<file path="src/sv/slot_pool_free_active_lists_macros.svh">
// Assertion macros for the slot pool.
`ifndef SLOT_POOL_FREE_ACTIVE_LISTS_MACROS_SVH
`define SLOT_POOL_FREE_ACTIVE_LISTS_MACROS_SVH

`ifndef SYNTHESIS
`define SPF_ASSERT(lbl, prop) \
  lbl: assert property (@(posedge clk_i) disable iff (!rst_ni) prop) \
    else $error("slot pool assertion failed");
`define SPF_ASSERT_IMPL(lbl, ante, cons) \
  lbl: assert property (@(posedge clk_i) disable iff (!rst_ni) (ante) |-> (cons)) \
    else $error("slot pool assertion failed");
`else
`define SPF_ASSERT(lbl, prop)
`define SPF_ASSERT_IMPL(lbl, ante, cons)
`endif

`endif

</file>
<file path="src/sv/spfal_pkg.sv">
package spfal_pkg;

  localparam int unsigned SLOTS  = 512;
  localparam int unsigned SLOT_W = $clog2(SLOTS);

  typedef logic [SLOT_W-1:0] slot_t;

  // One access slot of a link memory: a write port and a read port.
  typedef struct packed {
    logic  we;
    slot_t waddr;
    slot_t wdata;
    slot_t raddr;
  } ram_req_t;

endpackage

</file>
<file path="src/sv/spfal_ram.sv">
module spfal_ram (
  input  logic               clk_i,
  input  spfal_pkg::ram_req_t req_i,
  output spfal_pkg::slot_t   rdata_o
);
  import spfal_pkg::*;

  slot_t mem [SLOTS];
  slot_t rdata_q;

  always_ff @(posedge clk_i) begin
    if (req_i.we) begin
      mem[req_i.waddr] <= req_i.wdata;
    end
    rdata_q <= mem[req_i.raddr];
  end

  assign rdata_o = rdata_q;

endmodule

</file>
<file path="config.mk">
export PLATFORM = sky130hd
export DESIGN_NAME = spfal_ram
export DESIGN_NICKNAME = d
export VERILOG_FILES = /design/src/sv/slot_pool_free_active_lists_macros.svh /design/src/sv/spfal_pkg.sv /design/src/sv/spfal_ram.sv
export SDC_FILE = /design/constraint.sdc
export NUM_CORES = 2
export LEC_CHECK = 0
export BUFFER_PORTS_ARGS = -buffer_cell sky130_fd_sc_hd__buf_2
export CORE_UTILIZATION = 45
export CTS_BUF_LIST = sky130_fd_sc_hd__clkbuf_8
export DETAILED_ROUTE_END_ITERATION = 6
export GPL_TIMING_DRIVEN = 0
export PLACE_DENSITY = 0.7
export REMOVE_ABC_BUFFERS = 1
export SYNTH_ARGS = -nofsm -noshare
export SYNTH_HDL_FRONTEND = slang
export SYNTH_MEMORY_MAX_BITS = 65536
export SYNTH_SLANG_ARGS = --single-unit
</file>
<file path="constraint.sdc">
create_clock -name clk_i -period 4.5 [get_ports clk_i]
set_input_delay 0.45 -clock clk_i [delete_from_list [all_inputs] [get_ports clk_i]]
set_output_delay 0.45 -clock clk_i [all_outputs]
set_load 0.005 [all_outputs]
</file>
==> flow_results.org <==
** Route
- Number of remaining DRC errors :: 0
- Per-cell via count in the routed design :: between 6 and 7
- The detailed router placed 91512 vias in this run.
- For this run, the detailed router's first-pass iteration total came to 6.
- Routed length per instance :: between 20 and 30 um
- Antenna Violating Nets Remaining :: 0
- Total wire length :: about 440000 um
- The first routing iteration left 11656 violations.

** Finish
- For this run, the number of standard cells in the final layout without fillers is 14990.
- Share of post-route cells with drive strength above 1 :: 18.6%
- Fill cells in the final layout number 30839.
- Synth-to-Final Area Change :: 10.9%
- In the final design database the tool counted 9224 nets.

** Placed design
- Final HPWL DP :: roughly 260000 um
- Pre-CTS setup slack :: -1900 ps
- Number of instances in the placed design :: 13711
- The count of buffers added on input and output ports is 37.
- At the end of routability-driven placement, the weighted congestion stood at 0.836.

** GRT
- Antenna violations before repair :: 30
- Global routing consumed, over all layers together, 21.5% of the routing resources.
- Largest net degree at the start of global routing :: 157
- The number of global-route vias before repair was 91714.
- The total overflow left after global routing is 0.
- Global-route wire length before repair :: around 630000 um

** Floorplan
- Starting density of the core :: 45.3%
- Number of placement rows :: 231
- The die is 634 um tall.
- In this run the standard cell core region covers 397000 um2.
- Width of the die :: 634 um
- Total Die Area :: 402000 um2
- I/O pins :: 38

** Timing
- Crit path time final :: 4480 ps
- For the pin with the worst max-slew slack, the measured transition is 1490 ps.
- Setup repair after global routing left no endpoint under its margin.
- Final clock period utilization by the worst path :: 99.6%
- Setup violations, final :: 0
- Max-slew violation count :: 0
- The final number of hold-violating endpoints came to 0.
- Worst-case setup margin in the final layout :: 18.0 ps
- For this run, the top clock speed supported by timing is 223 MHz.
- Final worst clock skew :: 71.4 ps
- Max-slew headroom at the worst pin :: less than 1%

** Clock tree
- Root buffer selected by CTS :: sky130_fd_sc_hd__clkbuf_8
- Number of setup buffers added after CTS :: 0
- TritonCTS built the clock tree.
- Number of buffers between clock root and the deepest sink :: 4
- After clock tree synthesis, the clock-pin slew on the worst setup and hold paths is around 60 ps.
- Number of buffers added by the clock tree synthesis step :: 706
- The clock drives around 4600 sinks.
- Latest clock arrival within the worst-skew pair :: between 1000 and 1500 ps
- The H-tree was split into 6 levels.

** Power and ir drop
- For this design the total switching power over the nets is around 19000 uW.
- Net switching is 22.8% of the power.
- After layout, the design draws a total of 83500 uW.
- In this run, the clock network consumes between 30% and 40% of the power.
- Max IR drop VDD :: approximately 0.00037 V
- Design internal power :: approximately 64000 uW
- Total power density per cell area :: 419 nW/um2
- The share of total power dissipated in sequential elements is 56.8%.
- Standby leakage power :: ~0.063 uW
- The share of total power dissipated in combinational logic is 5.1%.

** Run status
- The flow ran to the end, but the final reports show violations.
- The checks that failed: max-capacitance violations.

** Yosys
- Cell count after synthesis :: 8888
- Summing every instance area after synthesis gives around 180000 um2.
- Post-synthesis sequential element count :: 4617
- Of the post-synthesis cell area, the dominant cell type holds 77.0%.
- Synth cell count leaders :: 4608 x sky130_fd_sc_hd__edfxtp_1, 879 x sky130_fd_sc_hd__mux2i_1, 747 x sky130_fd_sc_hd__mux4_2, 601 x sky130_fd_sc_hd__nor2_1, 425 x sky130_fd_sc_hd__o221ai_1
- Synth Area per Inst :: around 20 um2
- In the synthesized netlist the async set-or-reset flop fraction comes to 0%.
- Most numerous cell in the Yosys netlist :: sky130_fd_sc_hd__edfxtp_1
- Number of enable flip-flop cells after synthesis :: 4608
- During synthesis, Yosys emitted a total of 0 warnings.
- For this run, the register share of the synthesized area comes to 77.1%.
- Top flip-flop cell by instance count after synthesis :: sky130_fd_sc_hd__edfxtp_1
- Top post-synthesis cells by area :: sky130_fd_sc_hd__edfxtp_1 77%, sky130_fd_sc_hd__mux4_2 9.4%, sky130_fd_sc_hd__mux2i_1 4.9%, sky130_fd_sc_hd__o221ai_1 2.1%, sky130_fd_sc_hd__nor2_1 1.3%
- Library cell occupying the most area in the post-synthesis netlist :: sky130_fd_sc_hd__edfxtp_1
- The synthesized netlist contains 51 unique library cells.

** Worst setup path
- In this run the worst path has a maximum fanout of between 70 and 80.
- Measured in cells, the most critical reg-to-reg path has a length of 6.
- For the worst setup path, the data required time is 5580 ps.
- Data arrival time of the worst path :: 5560 ps
- The worst setup path is captured at a register.
- By startpoint and endpoint, the worst setup path is classified as input port to register.
- CP startpoint kind :: input port

** Hold path
- The tightest min-delay check is of the input port to register type.
- The worst hold path was traced through 4 stages.

** Job
- Max-cap violation count :: 1
[metrics by stage]
stage                     area (um2)  hold WS, ps  setup TNS (ps)  util [%]
after global placement        183000          935               -      46.2
after floorplan               176000          549          -49340         -
after detailed placement      186000          875          -16010      46.9
after CTS                     199000          169               0      50.2
after global routing          199000          132               0      50.2
final                         199000          170               0      50.2
[logic make-up after synthesis]
logic type | Yosys count | synth area share [%]
buffers and inverters | 566 | 1.85
DFF | 4617 | 77.1
muxes | 1643 | 14.4
AOI/OAI and AO/OA | 1102 | 4.30
and+or+nand+nor | 960 | 2.34
[power groups by stage]
stage                     combinational (uW)  clock, uW  sequential [uW]
after global routing                    4450      33900            47400
after detailed placement                4190          0            48300
final                                   4280      31800            47400
after CTS                               4240      32100            47400
after floorplan                         1680          0            48300
after global placement                  7350          0            48700
[cells in the final DEF, fill, tap and decap left out, types with 20 or more instances in the layout]
master	instances
sky130_fd_sc_hd__edfxtp_1	4608
sky130_fd_sc_hd__mux2i_1	879
sky130_fd_sc_hd__mux4_2	747
sky130_fd_sc_hd__clkbuf_8	711
sky130_fd_sc_hd__nor2_1	597
sky130_fd_sc_hd__o221ai_1	425
sky130_fd_sc_hd__inv_1	226
sky130_fd_sc_hd__a21oi_1	217
sky130_fd_sc_hd__o22ai_1	192
sky130_fd_sc_hd__clkinv_1	175
sky130_fd_sc_hd__o21ai_0	123
sky130_fd_sc_hd__nand2_1	112
sky130_fd_sc_hd__buf_16	86
sky130_fd_sc_hd__nand4_1	66
sky130_fd_sc_hd__clkinv_2	59
sky130_fd_sc_hd__a22oi_1	51
sky130_fd_sc_hd__nor3_1	43
sky130_fd_sc_hd__nor4_1	27
sky130_fd_sc_hd__buf_2	24
sky130_fd_sc_hd__o21ai_1	22
sky130_fd_sc_hd__nand3_1	21
sky130_fd_sc_hd__diode_2	20
[routing by layer]
layer	wire length [um]	global-route usage (%)	vias up
li1	-	-	37949
met1	167000	28.9	47387
met2	213000	35.0	5222
met3	42400	4.04	940
met4	17600	8.37	14
met5	100	0	-
[critical path, stage by stage]
cell and delay (ps):
sky130_fd_sc_hd__buf_12 380, sky130_fd_sc_hd__buf_16 330, sky130_fd_sc_hd__buf_16 320, sky130_fd_sc_hd__or2_4 410, sky130_fd_sc_hd__buf_12 280, sky130_fd_sc_hd__buf_16 340
sky130_fd_sc_hd__buf_16 270, sky130_fd_sc_hd__buf_16 270, sky130_fd_sc_hd__o221ai_1 310, sky130_fd_sc_hd__o22ai_1 300, sky130_fd_sc_hd__nand2_1 100, sky130_fd_sc_hd__nand4_1 480
sky130_fd_sc_hd__nand4_1 560, sky130_fd_sc_hd__and4bb_1 440
[cell type report]
class                           instances  area [um2]  share of cell area [%]
Sequential cell                      4617      139000                    69.5
Tap cell                             5242        6560                    3.29
Antenna cell                           20        50.0                  0.0251
Inverter                                4        25.0                  0.0126
Timing Repair Buffer                  159        3320                    1.67
Clock inverter                        530        2970                    1.49
Multi-Input combinational cell       3707       38000                    19.1
Clock buffer                          711        9790                    4.91
[flip-flops by register name, indices dropped and copies added (netlist names)]
name and cells:
mem 4608, rdata_o 9
[path summary, 6_finish.rpt]
| check | start | endpoint | slack, ps |
|---|---|---|---|
| worst max-delay path | req_i[1] | rdata_o[1] | 20 |
| worst max register to register | mem[95][1] | rdata_o[1] | 1370 |
| worst min-delay path | req_i[7] | rdata_o[7] | 170 |
| worst min register to register | mem[428][2] | rdata_o[2] | 1180 |
[what timing repair did]
action,in CTS,in global routing
pin swaps,2,1
cloned,6,2
setup endpoints to repair,9,9
resized for setup,6,0
hold buffers,9,0
endpoints found under the hold margin,909,0
No activity file was read; power rests on OpenSTA's default activity.
